File: src/uifd_pkg.sv
// uifd_pkg: shared types, codes and helpers for the UI frame decoder.
// Depends on nothing; used by ui_frame_decoder.
`timescale 1ns / 1ps
`default_nettype none

package uifd_pkg;

    localparam int MAX_ADDRESSES_DEF  = 10;
    localparam int MAX_INFO_BYTES_DEF = 256;

    // two address fields plus control and pid
    localparam logic [8:0] MIN_FRAME_BYTES = 9'd16;
    localparam logic [8:0] BYTE_COUNT_MAX  = 9'd511;
    localparam logic [7:0] UI_CONTROL      = 8'h03;

    localparam logic [6:0] CHAR_SPACE = 7'h20;
    localparam logic [6:0] CHAR_A     = 7'h41;
    localparam logic [6:0] CHAR_Z     = 7'h5A;
    localparam logic [6:0] CHAR_0     = 7'h30;
    localparam logic [6:0] CHAR_9     = 7'h39;

    // result kinds
    localparam logic [1:0] KIND_ADDRESS = 2'd0;
    localparam logic [1:0] KIND_PID     = 2'd1;
    localparam logic [1:0] KIND_INFO    = 2'd2;
    localparam logic [1:0] KIND_STATUS  = 2'd3;

    // status / error codes
    localparam logic [1:0] ST_OK        = 2'd0;
    localparam logic [1:0] ST_BAD_LEN   = 2'd1;
    localparam logic [1:0] ST_MALFORMED = 2'd2;
    localparam logic [1:0] ST_BAD_CALL  = 2'd3;

    // result queue
    localparam int RES_DEPTH = 4;
    localparam int RES_PW    = $clog2(RES_DEPTH);
    localparam int RES_CW    = $clog2(RES_DEPTH + 1);

    typedef struct packed {
        logic [1:0]  kind;
        logic [3:0]  address_index;
        logic [41:0] callsign_chars;
        logic [2:0]  callsign_length;
        logic [3:0]  ssid;
        logic        repeated;
        logic        final_address;
        logic [7:0]  data_value;
        logic [1:0]  status;
        logic [8:0]  info_length;
        logic [3:0]  digipeater_count;
        logic        run_last;
    } result_t;

    function automatic logic legal_char(input logic [6:0] c);
        return ((c >= CHAR_A) && (c <= CHAR_Z)) || ((c >= CHAR_0) && (c <= CHAR_9));
    endfunction

endpackage

`default_nettype wire

File: src/ui_frame_decoder.sv
// A result word enters the result queue when its byte is accepted; m_ shows the queue head.
// Throughput: one byte per cycle while s_ready is high; a byte that yields two result
// words (data plus frame status) queues both, drained one a cycle while m_ready holds.
// Results pass through a four-word queue; s_ready holds while two words fit.
// Reset (aresetn low, synchronous) clears the frame state and empties the queue.
// ui_frame_decoder: streaming AX.25 UI frame decoder; uses uifd_pkg.
`timescale 1ns / 1ps
`default_nettype none

module ui_frame_decoder #(
    parameter int MAX_ADDRESSES  = uifd_pkg::MAX_ADDRESSES_DEF,
    parameter int MAX_INFO_BYTES = uifd_pkg::MAX_INFO_BYTES_DEF
) (
    input  wire logic        aclk,
    input  wire logic        aresetn,

    input  wire logic        s_valid,
    output logic             s_ready,
    input  wire logic [7:0]  s_frame_byte,
    input  wire logic        s_end_of_frame,

    output logic             m_valid,
    input  wire logic        m_ready,
    output logic [1:0]       m_kind,
    output logic [3:0]       m_address_index,
    output logic [41:0]      m_callsign_chars,
    output logic [2:0]       m_callsign_length,
    output logic [3:0]       m_ssid,
    output logic             m_repeated,
    output logic             m_final_address,
    output logic [7:0]       m_data_value,
    output logic [1:0]       m_status,
    output logic [8:0]       m_info_length,
    output logic [3:0]       m_digipeater_count,
    output logic             m_run_last
);

    localparam int AW = $clog2(MAX_ADDRESSES + 1);
    localparam int IW = $clog2(MAX_INFO_BYTES + 2);
    localparam int PW = uifd_pkg::RES_PW;
    localparam int CW = uifd_pkg::RES_CW;

    typedef enum logic [1:0] {PH_ADDRESS, PH_CONTROL, PH_PID, PH_INFO} phase_t;

    phase_t          phase_reg, phase_next;
    logic [2:0]      bia_reg, bia_next;
    logic [AW-1:0]   addr_cnt_reg, addr_cnt_next;
    logic [41:0]     call_reg, call_next;
    logic [2:0]      char_cnt_reg, char_cnt_next;
    logic            pad_reg, pad_next;
    logic            pend_reg, pend_next;
    logic [1:0]      err_reg, err_next;
    logic [1:0]      bsa_reg, bsa_next;
    logic [8:0]      fbc_reg, fbc_next;
    logic [IW-1:0]   info_cnt_reg, info_cnt_next;

    uifd_pkg::result_t res_data, res_stat;
    logic              have_data;

    uifd_pkg::result_t fifo_reg [uifd_pkg::RES_DEPTH];
    logic [PW-1:0]     head_reg;
    logic [CW-1:0]     count_reg;
    logic [PW-1:0]     wr_ptr;
    logic              push, pop;

    assign s_ready = (count_reg <= CW'(uifd_pkg::RES_DEPTH - 2));
    assign m_valid = (count_reg != '0);
    assign push    = s_valid && s_ready;
    assign pop     = m_valid && m_ready;
    assign wr_ptr  = head_reg + count_reg[PW-1:0];

    // per-byte decode
    always_comb begin
        logic [6:0]    ch;
        logic [5:0]    shamt;
        logic          ext;
        logic [AW-1:0] idx;
        logic [IW-1:0] ilen;

        phase_next    = phase_reg;
        bia_next      = bia_reg;
        addr_cnt_next = addr_cnt_reg;
        call_next     = call_reg;
        char_cnt_next = char_cnt_reg;
        pad_next      = pad_reg;
        pend_next     = pend_reg;
        err_next      = err_reg;
        bsa_next      = bsa_reg;
        info_cnt_next = info_cnt_reg;
        fbc_next      = (fbc_reg < uifd_pkg::BYTE_COUNT_MAX) ? fbc_reg + 9'd1 : fbc_reg;

        ch    = s_frame_byte[7:1];
        shamt = 6'(7 * (3'd5 - char_cnt_reg));
        ext   = s_frame_byte[0];
        idx   = addr_cnt_reg;
        ilen  = '0;

        have_data = 1'b0;
        res_data  = '0;
        res_stat  = '0;

        if (err_reg != uifd_pkg::ST_OK) begin
            // suppressed until end of frame
        end else if (pend_reg && (bia_reg == 3'd0)) begin
            // bad callsign only counts once two more bytes have arrived
            bsa_next = bsa_reg + 2'd1;
            if (bsa_next >= 2'd2) begin
                err_next  = uifd_pkg::ST_BAD_CALL;
                pend_next = 1'b0;
            end
        end else begin
            unique case (phase_reg)
                PH_ADDRESS: begin
                    if ((bia_reg == 3'd0) && (addr_cnt_reg >= AW'(MAX_ADDRESSES))) begin
                        err_next = uifd_pkg::ST_MALFORMED;
                    end else if (bia_reg < 3'd6) begin
                        if (ch == uifd_pkg::CHAR_SPACE) begin
                            pad_next = 1'b1;
                        end else if (pad_reg || !uifd_pkg::legal_char(ch)) begin
                            pend_next = 1'b1;
                        end else if (char_cnt_reg < 3'd6) begin
                            call_next     = call_reg | ({35'd0, ch} << shamt);
                            char_cnt_next = char_cnt_reg + 3'd1;
                        end
                        bia_next = bia_reg + 3'd1;
                    end else begin
                        // SSID byte closes the address
                        if (char_cnt_reg == 3'd0)
                            pend_next = 1'b1;
                        bia_next = 3'd0;
                        if (pend_next) begin
                            bsa_next = 2'd0;
                        end else begin
                            addr_cnt_next = addr_cnt_reg + AW'(1);
                            if (ext && (idx == '0)) begin
                                err_next = uifd_pkg::ST_MALFORMED;
                            end else begin
                                have_data                = 1'b1;
                                res_data.kind            = uifd_pkg::KIND_ADDRESS;
                                res_data.address_index   = 4'(idx);
                                res_data.callsign_chars  = call_reg;
                                res_data.callsign_length = char_cnt_reg;
                                res_data.ssid            = s_frame_byte[4:1];
                                res_data.repeated        = s_frame_byte[7];
                                res_data.final_address   = ext;
                                if (ext)
                                    phase_next = PH_CONTROL;
                            end
                        end
                        call_next     = '0;
                        char_cnt_next = 3'd0;
                        pad_next      = 1'b0;
                    end
                end
                PH_CONTROL: begin
                    if (s_frame_byte != uifd_pkg::UI_CONTROL)
                        err_next = uifd_pkg::ST_MALFORMED;
                    else
                        phase_next = PH_PID;
                end
                PH_PID: begin
                    have_data           = 1'b1;
                    res_data.kind       = uifd_pkg::KIND_PID;
                    res_data.data_value = s_frame_byte;
                    phase_next          = PH_INFO;
                end
                PH_INFO: begin
                    if (info_cnt_reg >= IW'(MAX_INFO_BYTES)) begin
                        info_cnt_next = IW'(MAX_INFO_BYTES + 1);
                        err_next      = uifd_pkg::ST_BAD_LEN;
                    end else begin
                        info_cnt_next       = info_cnt_reg + IW'(1);
                        have_data           = 1'b1;
                        res_data.kind       = uifd_pkg::KIND_INFO;
                        res_data.data_value = s_frame_byte;
                    end
                end
                default: ;
            endcase
        end

        res_data.run_last = !s_end_of_frame;

        if (s_end_of_frame) begin
            ilen = (info_cnt_next > IW'(MAX_INFO_BYTES)) ? IW'(MAX_INFO_BYTES) : info_cnt_next;
            res_stat.kind     = uifd_pkg::KIND_STATUS;
            res_stat.run_last = 1'b1;
            priority if (fbc_next < uifd_pkg::MIN_FRAME_BYTES)
                res_stat.status = uifd_pkg::ST_BAD_LEN;
            else if (err_next != uifd_pkg::ST_OK)
                res_stat.status = err_next;
            else if (pend_next || (phase_next != PH_INFO))
                res_stat.status = uifd_pkg::ST_MALFORMED;
            else
                res_stat.status = uifd_pkg::ST_OK;
            res_stat.info_length      = 9'(ilen);
            res_stat.digipeater_count = (addr_cnt_next > AW'(2)) ?
                                        4'(addr_cnt_next - AW'(2)) : 4'd0;
            // frame state back to idle
            phase_next    = PH_ADDRESS;
            bia_next      = 3'd0;
            addr_cnt_next = '0;
            call_next     = '0;
            char_cnt_next = 3'd0;
            pad_next      = 1'b0;
            pend_next     = 1'b0;
            err_next      = uifd_pkg::ST_OK;
            bsa_next      = 2'd0;
            fbc_next      = 9'd0;
            info_cnt_next = '0;
        end
    end

    always_ff @(posedge aclk) begin
        if (!aresetn) begin
            phase_reg    <= PH_ADDRESS;
            bia_reg      <= 3'd0;
            addr_cnt_reg <= '0;
            call_reg     <= '0;
            char_cnt_reg <= 3'd0;
            pad_reg      <= 1'b0;
            pend_reg     <= 1'b0;
            err_reg      <= uifd_pkg::ST_OK;
            bsa_reg      <= 2'd0;
            fbc_reg      <= 9'd0;
            info_cnt_reg <= '0;
            head_reg     <= '0;
            count_reg    <= '0;
        end else begin
            if (push) begin
                phase_reg    <= phase_next;
                bia_reg      <= bia_next;
                addr_cnt_reg <= addr_cnt_next;
                call_reg     <= call_next;
                char_cnt_reg <= char_cnt_next;
                pad_reg      <= pad_next;
                pend_reg     <= pend_next;
                err_reg      <= err_next;
                bsa_reg      <= bsa_next;
                fbc_reg      <= fbc_next;
                info_cnt_reg <= info_cnt_next;
            end
            if (pop)
                head_reg <= head_reg + PW'(1);
            count_reg <= count_reg
                         + CW'(push && have_data)
                         + CW'(push && s_end_of_frame)
                         - CW'(pop);
        end
        // queue words, no reset needed
        if (push) begin
            if (have_data) begin
                fifo_reg[wr_ptr] <= res_data;
                if (s_end_of_frame)
                    fifo_reg[wr_ptr + PW'(1)] <= res_stat;
            end else if (s_end_of_frame) begin
                fifo_reg[wr_ptr] <= res_stat;
            end
        end
    end

    assign m_kind             = fifo_reg[head_reg].kind;
    assign m_address_index    = fifo_reg[head_reg].address_index;
    assign m_callsign_chars   = fifo_reg[head_reg].callsign_chars;
    assign m_callsign_length  = fifo_reg[head_reg].callsign_length;
    assign m_ssid             = fifo_reg[head_reg].ssid;
    assign m_repeated         = fifo_reg[head_reg].repeated;
    assign m_final_address    = fifo_reg[head_reg].final_address;
    assign m_data_value       = fifo_reg[head_reg].data_value;
    assign m_status           = fifo_reg[head_reg].status;
    assign m_info_length      = fifo_reg[head_reg].info_length;
    assign m_digipeater_count = fifo_reg[head_reg].digipeater_count;
    assign m_run_last         = fifo_reg[head_reg].run_last;

endmodule

`default_nettype wire
File: config.mk
export PLATFORM = sky130hd
export DESIGN_NAME = ui_frame_decoder
export DESIGN_NICKNAME = d
export VERILOG_FILES = /design/src/uifd_pkg.sv /design/src/ui_frame_decoder.sv
export SDC_FILE = /design/constraint.sdc
export NUM_CORES = 1
export LEC_CHECK = 0
export BUFFER_PORTS_ARGS = -buffer_cell sky130_fd_sc_hd__buf_4
export CORE_ASPECT_RATIO = 1.4
export CORE_UTILIZATION = 60
export CTS_CLUSTER_SIZE = 12
export DETAILED_ROUTE_END_ITERATION = 10
export PLACE_DENSITY_LB_ADDON = 0.05
export SETUP_SLACK_MARGIN = 0.3
export SYNTH_ARGS = -nofsm -noshare
export SYNTH_HDL_FRONTEND = slang
export SYNTH_SLANG_ARGS = --single-unit
File: constraint.sdc
create_clock -name aclk -period 4.9 [get_ports aclk]
set_input_delay 0.245 -clock aclk [delete_from_list [all_inputs] [get_ports aclk]]
set_output_delay 0.245 -clock aclk [all_outputs]
set_load 0.05 [all_outputs]
==> results.tsv <==
metric	value	unit
status	finished clean	
max layer used	met4	
worst setup path category	flip-flop to flip-flop	
Top delay family on crit path	adder cells	
routed wire length on met3	4.11	mm
Chip Width	150	um
period utilization	82.9	%
CP max FO	19	
Die ar.	0.0315	mm2
number of global-route vias before repair	14782	
max_slew headroom	25.6	%
critical path cell sequence	inv_1 > ha_1 > nor2b_1 > nor4_4 > a31oi_4 > nand2b_1 > ha_1 > inv_1 > fa_1 > fa_1 > xor2_1 > nor2_1	
Largest register FFs	324	
Worst Hold Class	primary input to flip-flop	
Switch Pwr	2.87	mW
M1 WL	19.9	mm
die height	209	um
Routed Antenna Nets	0	
Hold-fix buffers, CTS	0	
IO Pins	96	
CTS Buf Count	41	
Clock Latency Late Sink	0.55	ns
switch share	33.2	%
Mean Syn Cell Area	9.95	um2
Req. time, crit path	5.32	ns
unrepaired setup endpoints after global routing	false	
Initial Utilization	61.2	%
total gr overflow	0	
Mapped Area	0.0184	mm2
layout net count	1883	
first-pass detailed-route iteration total	6	
CORE AREA	0.0301	mm2
Ant. Diodes	0	
setup TNS	0	ns
final slew viol count	0	
# DRC	0	
final wirelength	52.8	mm
GP Congestion	0.942	
Internal	5.76	mW
Finished Core Util	67.9	%
Synth async-reset ratio	0	%
fin crit period	4.06	ns
post-DP HPWL	30.7	mm
number of gates resized after cts	0	
part of the Yosys area used for sequential elements	48.3	%
first-pass GRT wire length	82.4	mm
Yosys reg bits	409	
Critical Path Max Stage Delay	0.75	ns
Avg WL per Cell	23.4	um
Leakage	7.51	nW
port bufs	95	
Sequential Power Share	43.5	%
WL met2	26.8	mm
CP arrival	4.48	ns
unique cell type count in the Yosys netlist	74	
Ys Warns	0	
initial DRC count	1369	
WP buf/inv	2	
CTS H-Tree Depth	2	
FP Rows	75	
Filler cells	2357	
largest net degree at the start of global routing	104	
Worst-Margin Slew	1.12	ns
Startpoint Class	flip-flop	
layout cells sized above 1	15.8	%
Peak VDD IR	0.000337	V
vias per inst	6.78	
initial antenna violation count	0	
crit end category	flip-flop	
Post-synth EDFFs	72	
max_cap viols	0	
syn_nets	1889	
CTS tree	built	
postcts setup bufs	0	
Clock Sinks	409	
GRT Total Usage	33.9	%
clock share of power	33.8	%
Top FF cell, synth	dfxtp_1	
Syn-to-layout area delta	11.0	%
Cell Pwr Density	422	mW/mm2
root buf cell	clkbuf_16	
Max Freq	246	MHz
CTS max path bufs	3	
Syn Inst Count	1853	
clock slew at reported path FFs	0.07	ns
# setup viols final	0	
slowest CP cell	dfxtp_1	
vias post-DR	15273	
Logic pwr share	22.7	%
Final Skew	0.0216	ns
final hold viol count	0	
[cell families (layout without fill, tap and decap cells)]
| family | after synthesis | after routing | share of synthesized area, % |
|---|---|---|---|
| compound gates | 455 | 455 | 18.6 |
| xor+xnor | 18 | 18 | 0.929 |
| fa+ha+maj | 23 | 23 | 1.68 |
| buf+inv | 196 | 209 | 4.26 |
| flops | 409 | 409 | 48.3 |
| mux | 99 | 99 | 11.1 |
| simple gates | 653 | 653 | 15.2 |
[worst min-delay path, stage by stage]
cell     delay, ns
buf_4         0.18
nand2_1       0.08
nor2_1        0.03
[Yosys cell counts (4+ instances only)]
master | instances | share of area, %
nor2_1 | 404 | 8.2
a211oi_1 | 6 | 0.24
a21oi_1 | 80 | 2.2
nand2_1 | 117 | 2.4
o31ai_1 | 12 | 0.49
mux2_2 | 7 | 0.43
o21ai_0 | 59 | 1.6
ha_1 | 20 | 1.4
or3_1 | 6 | 0.20
a32oi_1 | 219 | 10
and2_1 | 9 | 0.31
edfxtp_1 | 72 | 12
nor4_1 | 6 | 0.20
inv_1 | 23 | 0.47
a22o_1 | 5 | 0.24
xnor2_1 | 11 | 0.52
xor2_1 | 6 | 0.28
buf_1 | 22 | 0.45
dfxtp_1 | 337 | 37
mux4_2 | 83 | 10
nand4_1 | 7 | 0.24
nand2b_1 | 9 | 0.31
mux2i_1 | 9 | 0.49
and4_1 | 4 | 0.19
buf_2 | 40 | 1.1
and3_1 | 6 | 0.20
a31oi_1 | 8 | 0.27
o41ai_1 | 8 | 0.38
o211ai_1 | 5 | 0.20
nor2b_1 | 11 | 0.37
nand3_1 | 21 | 0.57
clkbuf_1 | 108 | 2.2
nor3_1 | 28 | 0.76
a22oi_1 | 17 | 0.69
[cells in the final DEF (no fill, tap or decap), types with 9 or more instances in the layout]
cell type  count
and2_1         9
nor2b_1       11
o31ai_1       12
inv_1         23
mux4_2        83
clkbuf_16     41
a32oi_1      219
ha_1          20
nor3_1        28
dfxtp_1      335
clkbuf_1       9
a22oi_1       17
nand3_1       21
buf_4        118
edfxtp_1      72
a21oi_1       80
nand2b_1       9
nor2_1       400
nand2_1      113
o21ai_0       59
xnor2_1       11
mux2i_1        9
[stage by stage]
stage | setup slack, ns | area, um2 | instances | power, mW | hold slack, ns
2_1_floorplan | 1.31 | 18400 | 1853 | 5.17 | 0.429
3_3_place_gp | 0.955 | 19300 | 2189 | 5.75 | 0.439
6_report | 0.836 | 20500 | 2251 | 8.63 | 0.0246
5_1_grt | 0.579 | 20500 | 2251 | 8.93 | 0.0267
4_1_cts | 0.864 | 20500 | 2251 | 8.65 | 0.00163
3_5_place_dp | 0.891 | 19300 | 2189 | 5.77 | 0.444
[power groups by stage]
stage,combinational [mW],sequential [mW],clock (mW)
4_1_cts,1.93,3.76,2.95
5_1_grt,2.06,3.78,3.08
3_5_place_dp,1.93,3.84,0
6_report,1.96,3.75,2.92
3_3_place_gp,1.92,3.83,0
2_1_floorplan,1.52,3.65,0
[per-layer routing]
metal  up-vias  global-route usage, %
li1       6917                      -
met1      7445                   42.7
met2       781                   58.5
met3       130                   4.24
met4         0                   13.9
met5         -                      0
[cell type report]
cell class	count	area, um2	area share (%)
Sequential cell	409	8920	43.6
Multi-Input combinational cell	1248	8820	43.1
Clock buffer	57	1160	5.65
Timing Repair Buffer	121	946	4.62
Tap cell	385	482	2.35
Inverter	26	97.6	0.477
Clock inverter	5	51.3	0.251
[worst paths after layout]
| path | from | to | slack [ns] | cells after the start |
|---|---|---|---|---|
| worst max-delay path | char_cnt_reg[0]$_SDFFE_PN0P_ | count_reg[2]$_SDFF_PN0_ | 0.84 | 12 |
| worst max register to register | char_cnt_reg[0]$_SDFFE_PN0P_ | count_reg[2]$_SDFF_PN0_ | 0.84 | 12 |
| worst min register to register | fifo_reg[2][77]$_SDFFE_PP0P_ | fifo_reg[2][77]$_SDFFE_PP0P_ | 0.46 | 2 |
| worst min-delay path | aresetn | pend_reg$_SDFFE_PN0P_ | 0.02 | 3 |
Power figures use the tool's default switching activity.
